==> src/rtl/efka_pkg.sv <==
package efka_pkg;

   localparam int ENV_W      = 32;
   localparam int COEF_W     = 24;
   localparam int GAIN_W     = 24;
   localparam int MUL_W      = 32;
   localparam int PROD_W     = 64;
   localparam int SPAN_W     = 34;
   localparam int KNEE_W     = 26;
   localparam int STEP_W     = 4;
   localparam int CSR_INDEX_W = 2;
   localparam int CSR_DATA_W  = 32;

   // 2.98107 in Q2.24, i.e. 10^(12/20) - 1
   localparam logic [KNEE_W-1:0] KNEE_Q24 = 26'd50014084;
   localparam logic [COEF_W:0]   COEF_ONE = 25'h1000000;

   localparam logic [ENV_W-1:0]  THRESHOLD_RESET = 32'd8388608;
   localparam logic [GAIN_W-1:0] GAIN_RESET      = 24'd262144;
   localparam logic [COEF_W-1:0] COEF_RESET      = 24'd0;

   typedef enum logic [CSR_INDEX_W-1:0] {
      CSR_THRESHOLD = 2'd0,
      CSR_GAIN      = 2'd1,
      CSR_ATTACK    = 2'd2,
      CSR_RELEASE   = 2'd3
   } efka_csr_type;

   typedef enum logic [1:0] {
      A_MAG   = 2'd0,
      A_LEVEL = 2'd1,
      A_ENV   = 2'd2,
      A_THR   = 2'd3
   } efka_a_sel_type;

   typedef enum logic [1:0] {
      B_GAIN     = 2'd0,
      B_COEF_INV = 2'd1,
      B_COEF     = 2'd2,
      B_KNEE     = 2'd3
   } efka_b_sel_type;

   typedef enum logic [3:0] {
      OP_NONE   = 4'd0,
      OP_ABS    = 4'd1,
      OP_LEVEL  = 4'd2,
      OP_COEF   = 4'd3,
      OP_ACC    = 4'd4,
      OP_ENV    = 4'd5,
      OP_SPAN   = 4'd6,
      OP_DECIDE = 4'd7,
      OP_DIV    = 4'd8
   } efka_op_type;

   typedef enum logic [1:0] {
      SEQ_NEXT   = 2'd0,
      SEQ_LOOP   = 2'd1,
      SEQ_BRANCH = 2'd2,
      SEQ_END    = 2'd3
   } efka_seq_type;

   typedef struct packed {
      efka_a_sel_type    a_sel;
      efka_b_sel_type    b_sel;
      logic              mul_en;
      efka_op_type       op;
      efka_seq_type      seq;
      logic [STEP_W-1:0] target;
   } efka_word_type;

   typedef struct packed {
      efka_word_type word;
      logic          capture;
      logic          deliver;
   } efka_ctl_type;

   typedef struct packed {
      logic trivial;
      logic div_last;
   } efka_status_type;

   localparam logic [STEP_W-1:0] STEP_DIV = 4'd10;
   localparam logic [STEP_W-1:0] STEP_END = 4'd11;

   // control store: one word per step
   function automatic efka_word_type microcode(input logic [STEP_W-1:0] step);
      efka_word_type w;
      w = '{a_sel: A_MAG, b_sel: B_GAIN, mul_en: 1'b0, op: OP_NONE,
            seq: SEQ_NEXT, target: STEP_END};
      unique case (step)
         4'd0:  w.op = OP_ABS;
         4'd1:  w.mul_en = 1'b1;
         4'd2:  w.op = OP_LEVEL;
         4'd3:  w.op = OP_COEF;
         4'd4:  begin
            w.a_sel  = A_LEVEL;
            w.b_sel  = B_COEF_INV;
            w.mul_en = 1'b1;
         end
         4'd5:  begin
            w.a_sel  = A_ENV;
            w.b_sel  = B_COEF;
            w.mul_en = 1'b1;
            w.op     = OP_ACC;
         end
         4'd6:  w.op = OP_ENV;
         4'd7:  begin
            w.a_sel  = A_THR;
            w.b_sel  = B_KNEE;
            w.mul_en = 1'b1;
         end
         4'd8:  w.op = OP_SPAN;
         4'd9:  begin
            w.op     = OP_DECIDE;
            w.seq    = SEQ_BRANCH;
            w.target = STEP_END;
         end
         STEP_DIV: begin
            w.op  = OP_DIV;
            w.seq = SEQ_LOOP;
         end
         default: w.seq = SEQ_END;
      endcase
      return w;
   endfunction

endpackage

==> src/rtl/efka_req_if.sv <==
interface efka_req_if #(
   parameter int WIDTH = 24
);
   logic             valid;
   logic             ready;
   logic [WIDTH-1:0] difference;

   modport source (output valid, output difference, input ready);
   modport sink   (input valid, input difference, output ready);
endinterface

==> src/rtl/efka_rsp_if.sv <==
interface efka_rsp_if #(
   parameter int WIDTH = 17
);
   logic             valid;
   logic             ready;
   logic [WIDTH-1:0] amount;

   modport source (output valid, output amount, input ready);
   modport sink   (input valid, input amount, output ready);
endinterface

==> src/rtl/efka_sequencer.sv <==
module efka_sequencer (
   input  logic                      clock,
   input  logic                      reset,
   input  logic                      req_valid,
   output logic                      req_ready,
   input  logic                      rsp_ready,
   output logic                      rsp_valid,
   input  efka_pkg::efka_status_type status,
   output efka_pkg::efka_ctl_type    ctl
);
   import efka_pkg::*;

   logic              busy_ff, busy_in;
   logic [STEP_W-1:0] step_ff, step_in;
   logic              rsp_valid_ff, rsp_valid_in;
   efka_word_type     word;
   logic              accept;
   logic              deliver;

   assign word      = microcode(step_ff);
   assign req_ready = !busy_ff;
   assign rsp_valid = rsp_valid_ff;
   assign accept    = req_valid && !busy_ff;
   assign deliver   = busy_ff && (word.seq == SEQ_END) && (!rsp_valid_ff || rsp_ready);

   always_comb begin
      ctl.word        = word;
      ctl.word.mul_en = word.mul_en && busy_ff;
      ctl.word.op     = busy_ff ? word.op : OP_NONE;
      ctl.capture     = accept;
      ctl.deliver     = deliver;
   end

   always_comb begin
      busy_in      = busy_ff;
      step_in      = step_ff;
      rsp_valid_in = rsp_valid_ff && !rsp_ready;
      if (!busy_ff) begin
         if (accept) begin
            busy_in = 1'b1;
            step_in = '0;
         end
      end else begin
         unique case (word.seq)
            SEQ_NEXT:   step_in = step_ff + 1'b1;
            SEQ_LOOP:   step_in = status.div_last ? step_ff + 1'b1 : step_ff;
            SEQ_BRANCH: step_in = status.trivial ? word.target : step_ff + 1'b1;
            SEQ_END: begin
               if (deliver) begin
                  busy_in      = 1'b0;
                  step_in      = '0;
                  rsp_valid_in = 1'b1;
               end
            end
            default: step_in = '0;
         endcase
      end
   end

   always_ff @(posedge clock) begin
      if (reset) begin
         busy_ff      <= 1'b0;
         step_ff      <= '0;
         rsp_valid_ff <= 1'b0;
      end else begin
         busy_ff      <= busy_in;
         step_ff      <= step_in;
         rsp_valid_ff <= rsp_valid_in;
      end
   end

endmodule

==> src/rtl/efka_datapath.sv <==
module efka_datapath #(
   parameter int SAMPLE_WIDTH     = 24,
   parameter int AMOUNT_FRAC_BITS = 16
) (
   input  logic                                 clock,
   input  logic                                 reset,
   input  logic [SAMPLE_WIDTH-1:0]              difference,
   input  efka_pkg::efka_ctl_type               ctl,
   input  logic                                 csr_write_enable,
   input  logic [efka_pkg::CSR_INDEX_W-1:0]     csr_index,
   input  logic [efka_pkg::CSR_DATA_W-1:0]      csr_write_data,
   output efka_pkg::efka_status_type            status,
   output logic [AMOUNT_FRAC_BITS:0]            amount
);
   import efka_pkg::*;

   localparam int SAMPLE_FRAC = SAMPLE_WIDTH - 4;
   localparam int LEVEL_SHIFT = SAMPLE_WIDTH - 9;
   localparam int AMOUNT_W    = AMOUNT_FRAC_BITS + 1;
   localparam int CNT_W       = $clog2(AMOUNT_FRAC_BITS);
   // smallest magnitude that is not below 1e-5
   localparam logic [SAMPLE_WIDTH-1:0] SILENCE_LIMIT =
      SAMPLE_WIDTH'(((64'd1 << SAMPLE_FRAC) + 64'd99999) / 64'd100000);
   localparam logic [AMOUNT_W-1:0] AMOUNT_FULL = AMOUNT_W'(1) << AMOUNT_FRAC_BITS;
   localparam logic [CNT_W-1:0]    CNT_LAST    = CNT_W'(AMOUNT_FRAC_BITS - 1);

   // configuration
   logic [ENV_W-1:0]  thr_ff, thr_in;
   logic [GAIN_W-1:0] gain_ff, gain_in;
   logic [COEF_W-1:0] attack_ff, attack_in;
   logic [COEF_W-1:0] release_ff, release_in;

   // working registers
   logic [SAMPLE_WIDTH-1:0]     diff_ff, diff_in;
   logic [SAMPLE_WIDTH-1:0]     mag_ff, mag_in;
   logic [PROD_W-1:0]           prod_ff, prod_in;
   logic [PROD_W-1:0]           acc_ff, acc_in;
   logic [ENV_W-1:0]            level_ff, level_in;
   logic [COEF_W-1:0]           coef_ff, coef_in;
   logic [ENV_W-1:0]            env_ff, env_in;
   logic [SPAN_W-1:0]           span_ff, span_in;
   logic [ENV_W-1:0]            over_ff, over_in;
   logic [SPAN_W-1:0]           rem_ff, rem_in;
   logic [AMOUNT_FRAC_BITS-1:0] quot_ff, quot_in;
   logic [CNT_W-1:0]            cnt_ff, cnt_in;
   logic [AMOUNT_W-1:0]         work_ff, work_in;
   logic [AMOUNT_W-1:0]         amount_ff, amount_in;

   logic [MUL_W-1:0]    a_op, b_op;
   logic [PROD_W-1:0]   mul_result;
   logic [PROD_W-1:0]   level_shifted;
   logic [PROD_W-1:0]   mix_sum;
   logic                silent;
   logic                not_above;
   logic                saturate;
   logic [SPAN_W:0]     rem_shifted;
   logic [SPAN_W:0]     rem_less;
   logic                rem_ge;
   logic [COEF_W:0]     coef_inv;

   always_comb begin
      case (ctl.word.a_sel)
         A_MAG:   a_op = MUL_W'(mag_ff);
         A_LEVEL: a_op = level_ff;
         A_ENV:   a_op = env_ff;
         A_THR:   a_op = thr_ff;
         default: a_op = '0;
      endcase
   end

   assign coef_inv = COEF_ONE - {1'b0, coef_ff};

   always_comb begin
      case (ctl.word.b_sel)
         B_GAIN:     b_op = MUL_W'(gain_ff);
         B_COEF_INV: b_op = MUL_W'(coef_inv);
         B_COEF:     b_op = MUL_W'(coef_ff);
         B_KNEE:     b_op = MUL_W'(KNEE_Q24);
         default:    b_op = '0;
      endcase
   end

   assign mul_result    = {{(PROD_W-MUL_W){1'b0}}, a_op} * {{(PROD_W-MUL_W){1'b0}}, b_op};
   assign level_shifted = prod_ff >> LEVEL_SHIFT;
   assign silent        = mag_ff < SILENCE_LIMIT;
   assign mix_sum       = acc_ff + prod_ff;
   assign not_above     = env_ff <= thr_ff;
   assign saturate      = (span_ff == '0) || ({{(SPAN_W-ENV_W){1'b0}}, over_ff} >= span_ff);
   assign rem_shifted   = {rem_ff, 1'b0};
   assign rem_less      = rem_shifted - {1'b0, span_ff};
   assign rem_ge        = rem_shifted >= {1'b0, span_ff};

   assign status.trivial  = not_above || saturate;
   assign status.div_last = cnt_ff == CNT_LAST;
   assign amount          = amount_ff;

   always_comb begin
      thr_in     = thr_ff;
      gain_in    = gain_ff;
      attack_in  = attack_ff;
      release_in = release_ff;
      if (csr_write_enable) begin
         case (efka_csr_type'(csr_index))
            CSR_THRESHOLD: thr_in     = csr_write_data[ENV_W-1:0];
            CSR_GAIN:      gain_in    = csr_write_data[GAIN_W-1:0];
            CSR_ATTACK:    attack_in  = csr_write_data[COEF_W-1:0];
            CSR_RELEASE:   release_in = csr_write_data[COEF_W-1:0];
            default:       ;
         endcase
      end
   end

   always_comb begin
      diff_in   = ctl.capture ? difference : diff_ff;
      mag_in    = mag_ff;
      prod_in   = ctl.word.mul_en ? mul_result : prod_ff;
      acc_in    = acc_ff;
      level_in  = level_ff;
      coef_in   = coef_ff;
      env_in    = env_ff;
      span_in   = span_ff;
      over_in   = over_ff;
      rem_in    = rem_ff;
      quot_in   = quot_ff;
      cnt_in    = cnt_ff;
      work_in   = work_ff;
      amount_in = ctl.deliver ? work_ff : amount_ff;
      unique case (ctl.word.op)
         OP_NONE: ;
         OP_ABS: mag_in = diff_ff[SAMPLE_WIDTH-1] ? (~diff_ff + 1'b1) : diff_ff;
         OP_LEVEL: begin
            if (silent) begin
               level_in = '0;
            end else if (|level_shifted[PROD_W-1:ENV_W]) begin
               level_in = '1;
            end else begin
               level_in = level_shifted[ENV_W-1:0];
            end
         end
         OP_COEF: coef_in = (level_ff > env_ff) ? attack_ff : release_ff;
         OP_ACC:  acc_in  = prod_ff;
         OP_ENV:  env_in  = mix_sum[COEF_W +: ENV_W];
         OP_SPAN: begin
            span_in = prod_ff[COEF_W +: SPAN_W];
            over_in = env_ff - thr_ff;
         end
         OP_DECIDE: begin
            rem_in  = {{(SPAN_W-ENV_W){1'b0}}, over_ff};
            quot_in = '0;
            cnt_in  = '0;
            if (not_above) begin
               work_in = '0;
            end else if (saturate) begin
               work_in = AMOUNT_FULL;
            end
         end
         OP_DIV: begin
            rem_in  = rem_ge ? rem_less[SPAN_W-1:0] : rem_shifted[SPAN_W-1:0];
            quot_in = {quot_ff[AMOUNT_FRAC_BITS-2:0], rem_ge};
            cnt_in  = cnt_ff + 1'b1;
            work_in = {1'b0, quot_ff[AMOUNT_FRAC_BITS-2:0], rem_ge};
         end
         default: ;
      endcase
   end

   always_ff @(posedge clock) begin
      if (reset) begin
         thr_ff     <= THRESHOLD_RESET;
         gain_ff    <= GAIN_RESET;
         attack_ff  <= COEF_RESET;
         release_ff <= COEF_RESET;
         env_ff     <= '0;
         cnt_ff     <= '0;
      end else begin
         thr_ff     <= thr_in;
         gain_ff    <= gain_in;
         attack_ff  <= attack_in;
         release_ff <= release_in;
         env_ff     <= env_in;
         cnt_ff     <= cnt_in;
      end
      diff_ff   <= diff_in;
      mag_ff    <= mag_in;
      prod_ff   <= prod_in;
      acc_ff    <= acc_in;
      level_ff  <= level_in;
      coef_ff   <= coef_in;
      span_ff   <= span_in;
      over_ff   <= over_in;
      rem_ff    <= rem_in;
      quot_ff   <= quot_in;
      work_ff   <= work_in;
      amount_ff <= amount_in;
   end

endmodule

==> src/rtl/envelope_follower_knee_amount.sv <==
// channel   role     handshake          payload
// req_chan  sink     valid/ready        difference, SAMPLE_WIDTH bit signed Q3
// rsp_chan  source   valid/ready        amount, AMOUNT_FRAC_BITS+1 bit unsigned
// csr       write    csr_write_enable   csr_index (2 bit), csr_write_data (32 bit)
//
// an item is worked one at a time by a microcoded sequencer: a read-only control
// store steps a datapath built round one shared 32x32 multiplier (four products per
// item) and a restoring divider that yields one quotient bit per cycle
// an item runs the divider for every quotient bit, but skips it when the envelope
// is at or below threshold or the amount is at full scale;
// req_chan.ready returns in the same cycle as the result is loaded
// the result sits in an output register, so a stalled rsp_chan only holds the
// sequencer at its last step once a second result is ready
// reset is synchronous and active high: configuration returns to its defaults and
// the envelope to zero
module envelope_follower_knee_amount #(
   parameter int SAMPLE_WIDTH     = 24,
   parameter int AMOUNT_FRAC_BITS = 16
) (
   input  logic                              clock,
   input  logic                              reset,
   efka_req_if.sink                          req_chan,
   efka_rsp_if.source                        rsp_chan,
   input  logic                              csr_write_enable,
   input  logic [efka_pkg::CSR_INDEX_W-1:0]  csr_index,
   input  logic [efka_pkg::CSR_DATA_W-1:0]   csr_write_data
);
   import efka_pkg::*;

   // control word and status between the sequencer and the datapath
   efka_ctl_type    ctl;
   efka_status_type status;

   // step counter, control store and handshakes
   efka_sequencer u_sequencer (
      .clock     (clock),
      .reset     (reset),
      .req_valid (req_chan.valid),
      .req_ready (req_chan.ready),
      .rsp_ready (rsp_chan.ready),
      .rsp_valid (rsp_chan.valid),
      .status    (status),
      .ctl       (ctl)
   );

   // magnitude, level, follower, knee span and divider, plus the registers
   efka_datapath #(
      .SAMPLE_WIDTH     (SAMPLE_WIDTH),
      .AMOUNT_FRAC_BITS (AMOUNT_FRAC_BITS)
   ) u_datapath (
      .clock            (clock),
      .reset            (reset),
      .difference       (req_chan.difference),
      .ctl              (ctl),
      .csr_write_enable (csr_write_enable),
      .csr_index        (csr_index),
      .csr_write_data   (csr_write_data),
      .status           (status),
      .amount           (rsp_chan.amount)
   );

endmodule

==> src/flat_wrapper.sv <==
// flat-port wrapper written by rule: the top's interface ports become plain ports
module envelope_follower_knee_amount_flat import efka_pkg::*;
#(
   parameter int SAMPLE_WIDTH     = 24,
   parameter int AMOUNT_FRAC_BITS = 16
)
  (clock, reset, csr_write_enable, csr_index, csr_write_data, req_chan_valid, req_chan_difference, req_chan_ready, rsp_chan_valid, rsp_chan_amount, rsp_chan_ready);
  efka_req_if req_chan_i ();
  efka_rsp_if rsp_chan_i ();
  input  logic clock;
  input  logic reset;
  input  logic csr_write_enable;
  input  logic [efka_pkg::CSR_INDEX_W-1:0] csr_index;
  input  logic [efka_pkg::CSR_DATA_W-1:0] csr_write_data;
  input wire logic [$bits(req_chan_i.valid)-1:0] req_chan_valid;
  input wire logic [$bits(req_chan_i.difference)-1:0] req_chan_difference;
  output wire logic [$bits(req_chan_i.ready)-1:0] req_chan_ready;
  output wire logic [$bits(rsp_chan_i.valid)-1:0] rsp_chan_valid;
  output wire logic [$bits(rsp_chan_i.amount)-1:0] rsp_chan_amount;
  input wire logic [$bits(rsp_chan_i.ready)-1:0] rsp_chan_ready;
  assign req_chan_i.valid = req_chan_valid;
  assign req_chan_i.difference = req_chan_difference;
  assign req_chan_ready = req_chan_i.ready;
  assign rsp_chan_valid = rsp_chan_i.valid;
  assign rsp_chan_amount = rsp_chan_i.amount;
  assign rsp_chan_i.ready = rsp_chan_ready;
  envelope_follower_knee_amount #(.SAMPLE_WIDTH(SAMPLE_WIDTH), .AMOUNT_FRAC_BITS(AMOUNT_FRAC_BITS)) u_core (.clock(clock), .reset(reset), .req_chan(req_chan_i), .rsp_chan(rsp_chan_i), .csr_write_enable(csr_write_enable), .csr_index(csr_index), .csr_write_data(csr_write_data));
endmodule
==> config.mk <==
export PLATFORM = sky130hd
export DESIGN_NAME = envelope_follower_knee_amount_flat
export DESIGN_NICKNAME = d
export VERILOG_FILES = /design/src/rtl/efka_pkg.sv /design/src/rtl/efka_req_if.sv /design/src/rtl/efka_rsp_if.sv /design/src/rtl/efka_sequencer.sv /design/src/rtl/efka_datapath.sv /design/src/rtl/envelope_follower_knee_amount.sv /design/src/flat_wrapper.sv
export SDC_FILE = /design/constraint.sdc
export NUM_CORES = 2
export LEC_CHECK = 0
export ABC_CLOCK_PERIOD_IN_PS = 10500
export BUFFER_PORTS_ARGS = -buffer_cell sky130_fd_sc_hd__buf_4
export CAP_MARGIN = 20
export CORE_MARGIN = 5
export CORE_UTILIZATION = 51
export CTS_BUF_LIST = sky130_fd_sc_hd__clkbuf_8
export DETAILED_ROUTE_END_ITERATION = 10
export PLACE_DENSITY = 0.67
export SYNTH_ARGS = -nofsm -noshare
export SYNTH_HDL_FRONTEND = slang
export SYNTH_SLANG_ARGS = --single-unit
==> constraint.sdc <==
create_clock -name clock -period 10.5 [get_ports clock]
set_clock_uncertainty 0.05 [all_clocks]
set_input_delay 1.575 -clock clock [delete_from_list [all_inputs] [get_ports clock]]
set_output_delay 1.575 -clock clock [all_outputs]
set_load 0.03 [all_outputs]
# Word level (Yosys, flattened, before mapping)

Index checks and enable logic that the tools add are counted.
W data, S select, Z words.

Bits in registers: 519
Input bits: 63
Output and inout port bits: 19
Logic and storage cells: 128

Add/sub/neg operators: 7
$mul: 1
$lt $le $gt $ge: 5
Equality and inequality tests: 34
Multiplexer cells: 30
Bitwise operators: 1
Reductions and logical operators: 28

Operators by type and width:

| cell                     | count |
|---|---|
| $pmux W32 S4             | 2 |
| $pmux W34 S2             | 1 |
| $mul A32 B32 Y64         | 1 |
| $add A56 B56 Y56         | 1 |
| $ge A35 B34 Y1           | 1 |
| $ge A32 B34 Y1           | 1 |
| $logic_not A34 Y1        | 1 |
| $mux W17                 | 2 |
| $mux W34                 | 1 |
| $pmux W17 S2             | 1 |
| $sub A34 B34 Y34         | 1 |
| $eq A4 B3 Y1 const B     | 8 |
| $gt A32 B32 Y1           | 1 |
| $le A32 B32 Y1           | 1 |
| $mux W32                 | 1 |
| $pmux W4 S8              | 1 |
| $sub A32 B32 Y32         | 1 |
| $pmux W15 S2             | 1 |
| $sub A25 B24 Y25 const A | 1 |
| $add A24 B1 Y24 const B  | 1 |
| $lt A24 B4 Y1 const B    | 1 |
| $mux W24                 | 1 |
| $mux W4                  | 6 |
| $not A24 Y24             | 1 |
| other kinds (24)         | 68 |

# Longest topological paths before layout

Depth after elaboration: 9
Mapped depth: 41
Gate-level depth less buffers: 36

# Cells and area by module

A second synthesis with hierarchy kept.

Cell total of the unflattened synthesis: 6031
Area, all modules: 55585.8 µm²

Modules (own cells, without submodules):

| module         | instances | cells an instance | area an instance (µm²) | seq. area each (µm²) |
|---|---|---|---|---|
| efka_datapath  | 1         | 5933              | 54858.9                | 13913.3 |
| efka_sequencer | 1         | 98                | 726.9                  | 120.1 |

# Worst setup path after synthesis

Ideal clock, no wire load.

Kind: register to register
Start point: register u_core.u_sequencer.step_ff[0]
End point: register u_core.u_datapath.prod_ff[60], data pin
Library setup time: 0.261 ns
Arrival: 8.896 ns
Data required time: 10.189 ns
Path slack: 1.293 ns
Cell stages (with the launch flop): 37
Path buffers: 5
Clock period less this slack: 9.207 ns
Cell sequence: dfxtp_1 -> inv_1 -> ha_1 -> clkbuf_1 -> nor2_1 -> and3_1 -> buf_2 -> nor2_1 -> clkbuf_1 -> a21oi_1 -> a21oi_1 -> clkbuf_1 -> nor2_1 -> fa_1 -> fa_1 -> fa_1 -> inv_1 -> fa_1 -> inv_1 -> fa_1 -> fa_1 -> fa_1 -> inv_1 -> fa_1 -> inv_1 -> ha_1 -> buf_2 -> and2_1 -> a311oi_1 -> a21oi_1 -> nor2b_1 -> and4bb_1 -> o21a_1 -> nor2_1 -> o21ba_2 -> o21ai_1 -> a311o_1

Cells in the longest elaborated chain, start to end: 5
Elaborated cells on any way between the ends: 15
Those cells by class: mul: 1; eq/ne: 9; mux: 3; reduce/logical: 2

Ends and longest elaborated chain:

| item                                       | RTL line                                 | RTL |
|---|---|---|
| from (decl)                                | efka_sequencer.sv:14                     | `logic [STEP_W-1:0] step_ff, step_in;` |
| from (signal assigned)                     | efka_sequencer.sv:67                     | `step_ff <= step_in;` |
| $eq A4 B3 Y1                               | efka_pkg.sv:90                           | `unique case (step)` |
| $pmux W4 S3 (*)                            | efka_pkg.sv:90                           |  |
| $eq A2 B2 Y1 (tied with other cells)       | efka_datapath.sv:62                      | `case (ctl.word.a_sel)` |
| $pmux W32 S4, on equally long branches     | efka_datapath.sv:62, efka_datapath.sv:74 |  |
| $mul A32 B32 Y64 (*)                       | efka_datapath.sv:83                      | `assign mul_result = {{(PROD_W-MUL_W){1'b0}}, a_op} * {{(PROD_W-MUL_W){1'b0}}, b_op};` |
| named net u_core.u_datapath.mul_result[60] | efka_datapath.sv:50                      | `logic [PROD_W-1:0] mul_result;` |
| to (signal assigned)                       | efka_datapath.sv:185                     | `prod_ff <= prod_in;` |
| to (decl)                                  | efka_datapath.sv:36                      | `logic [PROD_W-1:0] prod_ff, prod_in;` |

Mark *: on every way through the listed nets, which the timed path passes. The rest lies on a longest branch. The select of a mux whose other input is x is not followed.
A chain may end at the register's enable or synchronous reset.

# Final worst setup path

Start point: register u_core.u_sequencer.step_ff[0]
End point: register u_core.u_datapath.prod_ff[54], data pin

Same word-level chain as after synthesis.

==> out/metrics.cfg <==
[run_status]
outcome = completed

[critical_path]
path_depth = 32
cp-endpoint = u_core.u_datapath.prod_ff[54]$_DFFE_PP_
rr_startpoint = u_core.u_sequencer.step_ff[0]$_SDFFE_PP0P_
crit_fanout = 21
slowest_stage = and4_1
reg2reg_depth = 32
path_class = register to register
worstPathRequired_ps = 10920
reg2reg_slack_ps = 300
worstSetupStartpointType = register
timing.rr.end = u_core.u_datapath.prod_ff[54]$_DFFE_PP_
crit_top_cell = fa_1
crit_path_start = u_core.u_sequencer.step_ff[0]$_SDFFE_PP0P_
endpoint_kind = register
cp.arrival_ps = 10620
cp_num_buf_inv = 7
slowest_delay_ps = 840
cp_top_family = adder cells

[drt]
viasPerCell = 5.720
wl_per_cell_um = 22.79
drt_pass1_iterations = 6
drtIter0Drc = 3843
route.vias.total = 42660
drt_wl_total_mm = 169.9
drt.antenna.violating_nets = 0
drc = 0

[run]
drv_cap = 0

[synthesis]
yosysTopAreaCell = fa_1
syn_area_per_cell_um2 = 9.263
synth_top_area_share_pct = 26.42
ys_top_cells_by_area = fa_1, edfxtp_1, ha_1
postSynthCellCount = 5898
synthFlopType = edfxtp_1
synth_warnings = 0
syn_nets = 7155
synth_area_um2 = 54630
ys_seq_elements = 516
synth_edf_count = 370
async_flop_share_pct = 0
yosysUniqueCellTypes = 87
seq_area_frac_synth_pct = 25.69

[power_and_ir_drop]
ir_drop_mv = 0.1287
pwr_density_cell_nw_per_um2 = 111.1
seqPwrFrac_pct = 36.1
p_leak_nw = 26.99
clkPwrFrac_pct = 27.6
switching_share_pct = 37.88
internal_power_mw = 4.077
comb_power_share_pct = 36.3
p_sw_mw = 2.486

[timing]
setup_viol = 0
period_needed_ps = 10200
max-slew-margin-rel_pct = 28.22
tightest_slew_ps = 1065
fin_ws_ps = 300.1
final-max-slew-violation-count = 0
hold_viol_final = 0
final.period_utilization_pct = 97.14
fmax_ghz = 0.09804

[finish]
nets = 7234
multi_input_area_um2 = 36290
register_area_um2 = 14030
drive_gt1_share_pct = 7.887
final_util_pct = 55.35
fillers = 9554
area_growth_pct = 8.158

[clock_tree]
clockBufferDepth = 3
worstSkewPairLatency_ps = 770
root_buffer = clkbuf_8
clkTransAtPathRegs_ps = 60
cts_tree = yes
htree_levels = 3
cts_made_buffers = 88
cts.sinks = 516

[grt]
grt_pass1_vias = 43440
antenna_found_initial = 6
grt_pass1_wl_mm = 260.5
grt_max_degree = 84
track_usage_pct = 30.24
grt_remaining_overflow = 0

[placement]
portBuffers = 81
dp_hpwl_mm = 139.2
routabilityCongestion = 1.028
pre_cts_ws_ps = 319.4

[die]
initial_utilization_pct = 51.18
coreArea_um2 = 106800
die-area_um2 = 113800
fp.dieH_um = 337.3
ioPinCount = 82
die_w_um = 337.3
rows = 120

[min_path]
hold_class = register to register
hold_start = u_core.u_datapath.work_ff[3]$_SDFFCE_PN0P_

-- layer usage --
layer | GRT usage, % | vias up | part of all wire, %
met4 | 13.42 | 0 | 5.4
met2 | 45.46 | 1917 | 43
met3 | 8.237 | 429 | 11
met1 | 41.29 | 21000 | 41
li1 | - | 19310 | -
met5 | 0 | - | 0
-- per-stage QoR --
stage          hold slack [ps]  area, um^2  cells  power [mW]  setup TNS, ps
2_1_floorplan            350.3       54630   5898       4.016              0
3_3_place_gp             352.2       57290   7288       4.712              0
3_5_place_dp             354.5       57290   7288       4.743              0
4_1_cts                  357.7       58980   7449       6.559              0
5_1_grt                  371.7       59090   7456       6.960         -30.60
6_report                 364.5       59090   7457       6.563              0
-- cells in the mapped netlist, types with 30 or more instances --
cell	n
fa_1	721
and2_1	40
clkbuf_1	195
o21a_1	30
inv_1	935
nor2_1	658
a21oi_1	350
nand3_1	58
o21ai_0	125
nor3_1	55
or2_2	32
edfxtp_1	370
nand4_1	72
xnor2_1	119
nand2b_1	39
nand2_1	826
ha_1	473
xor2_1	58
nor4_1	31
a31oi_1	32
dfxtp_1	146
a21o_1	100
-- final cells by class --
cell class	instances	area share (%)
Multi-Input combinational cell	4204	61.41
Sequential cell	516	23.75
Inverter	936	5.946
Timing Repair Buffer	231	3.039
Tap cell	1403	2.971
Clock buffer	91	2.120
Clock inverter	70	0.7411
Antenna cell	6	0.02541
-- what timing repair did --
item,4_1_cts,5_1_grt
hold buffers,0,0
endpoints found under the setup margin,0,12
gates resized for setup,0,14
setup buffers,0,1
-- worst min path at each step --
stage                     slack [ps]  cells after the start                                endpoint
final                            360                      0   u_core.u_datapath.amount[3]$_DFFE_PP_
after global routing             370                      0   u_core.u_datapath.amount[1]$_DFFE_PP_
after CTS                        360                      0   u_core.u_datapath.amount[3]$_DFFE_PP_
after detailed placement         350                      0  u_core.u_datapath.amount[16]$_DFFE_PP_
after global placement           350                      0   u_core.u_datapath.amount[1]$_DFFE_PP_
after floorplan                  350                      0   u_core.u_datapath.amount[0]$_DFFE_PP_
-- power by group through the flow --
stage          combinational, mW  clock (mW)  sequential [mW]
2_1_floorplan               1.64           0             2.38
3_3_place_gp                2.30           0             2.41
3_5_place_dp                2.33           0             2.41
4_1_cts                     2.35        1.84             2.37
5_1_grt                     2.65        1.94             2.37
6_report                    2.38        1.81             2.37
-- cell usage in the layout, fill, tap and decap left out, types with 11 or more instances in the layout --
master,n
mux2_2,24
xor2_1,57
nand3_1,57
a31oi_1,31
o21bai_1,23
fa_1,721
a211oi_1,23
inv_1,956
nand2b_1,39
o31ai_1,22
dfxtp_1,146
o21ai_0,123
and4_1,23
or2_2,31
nor2_1,654
ha_1,473
clkinv_2,13
edfxtp_1,370
nor3_1,51
a21o_1,99
clkinv_1,20
a22oi_1,11
o21a_1,30
nand4_1,72
nor2b_1,24
or3_1,18
o21ai_1,26
buf_4,226
clkbuf_8,91
nor4_1,31
xnor2_1,118
and2_1,40
and3_1,17
nand2_1,824
o211ai_1,18
a21oi_1,345
-- sequential cells by signal, summed over array words and instances (netlist names), 32 cells and up --
signal	count
u_core.u_datapath.acc_ff	56
u_core.u_datapath.env_ff	32
u_core.u_datapath.level_ff	32
u_core.u_datapath.over_ff	32
u_core.u_datapath.prod_ff	61
u_core.u_datapath.rem_ff	34
u_core.u_datapath.span_ff	34
u_core.u_datapath.thr_ff	32
-- cell families after synthesis --
group	Yosys count	synth area share (%)
flops	516	25.69
compound gates	870	9.997
simple gates	1931	15.31
buf+inv	1178	8.259
xor+xnor	178	2.867
mux	31	0.6229
fa+ha+maj	1194	37.25
(Power assumes the default switching activity.)
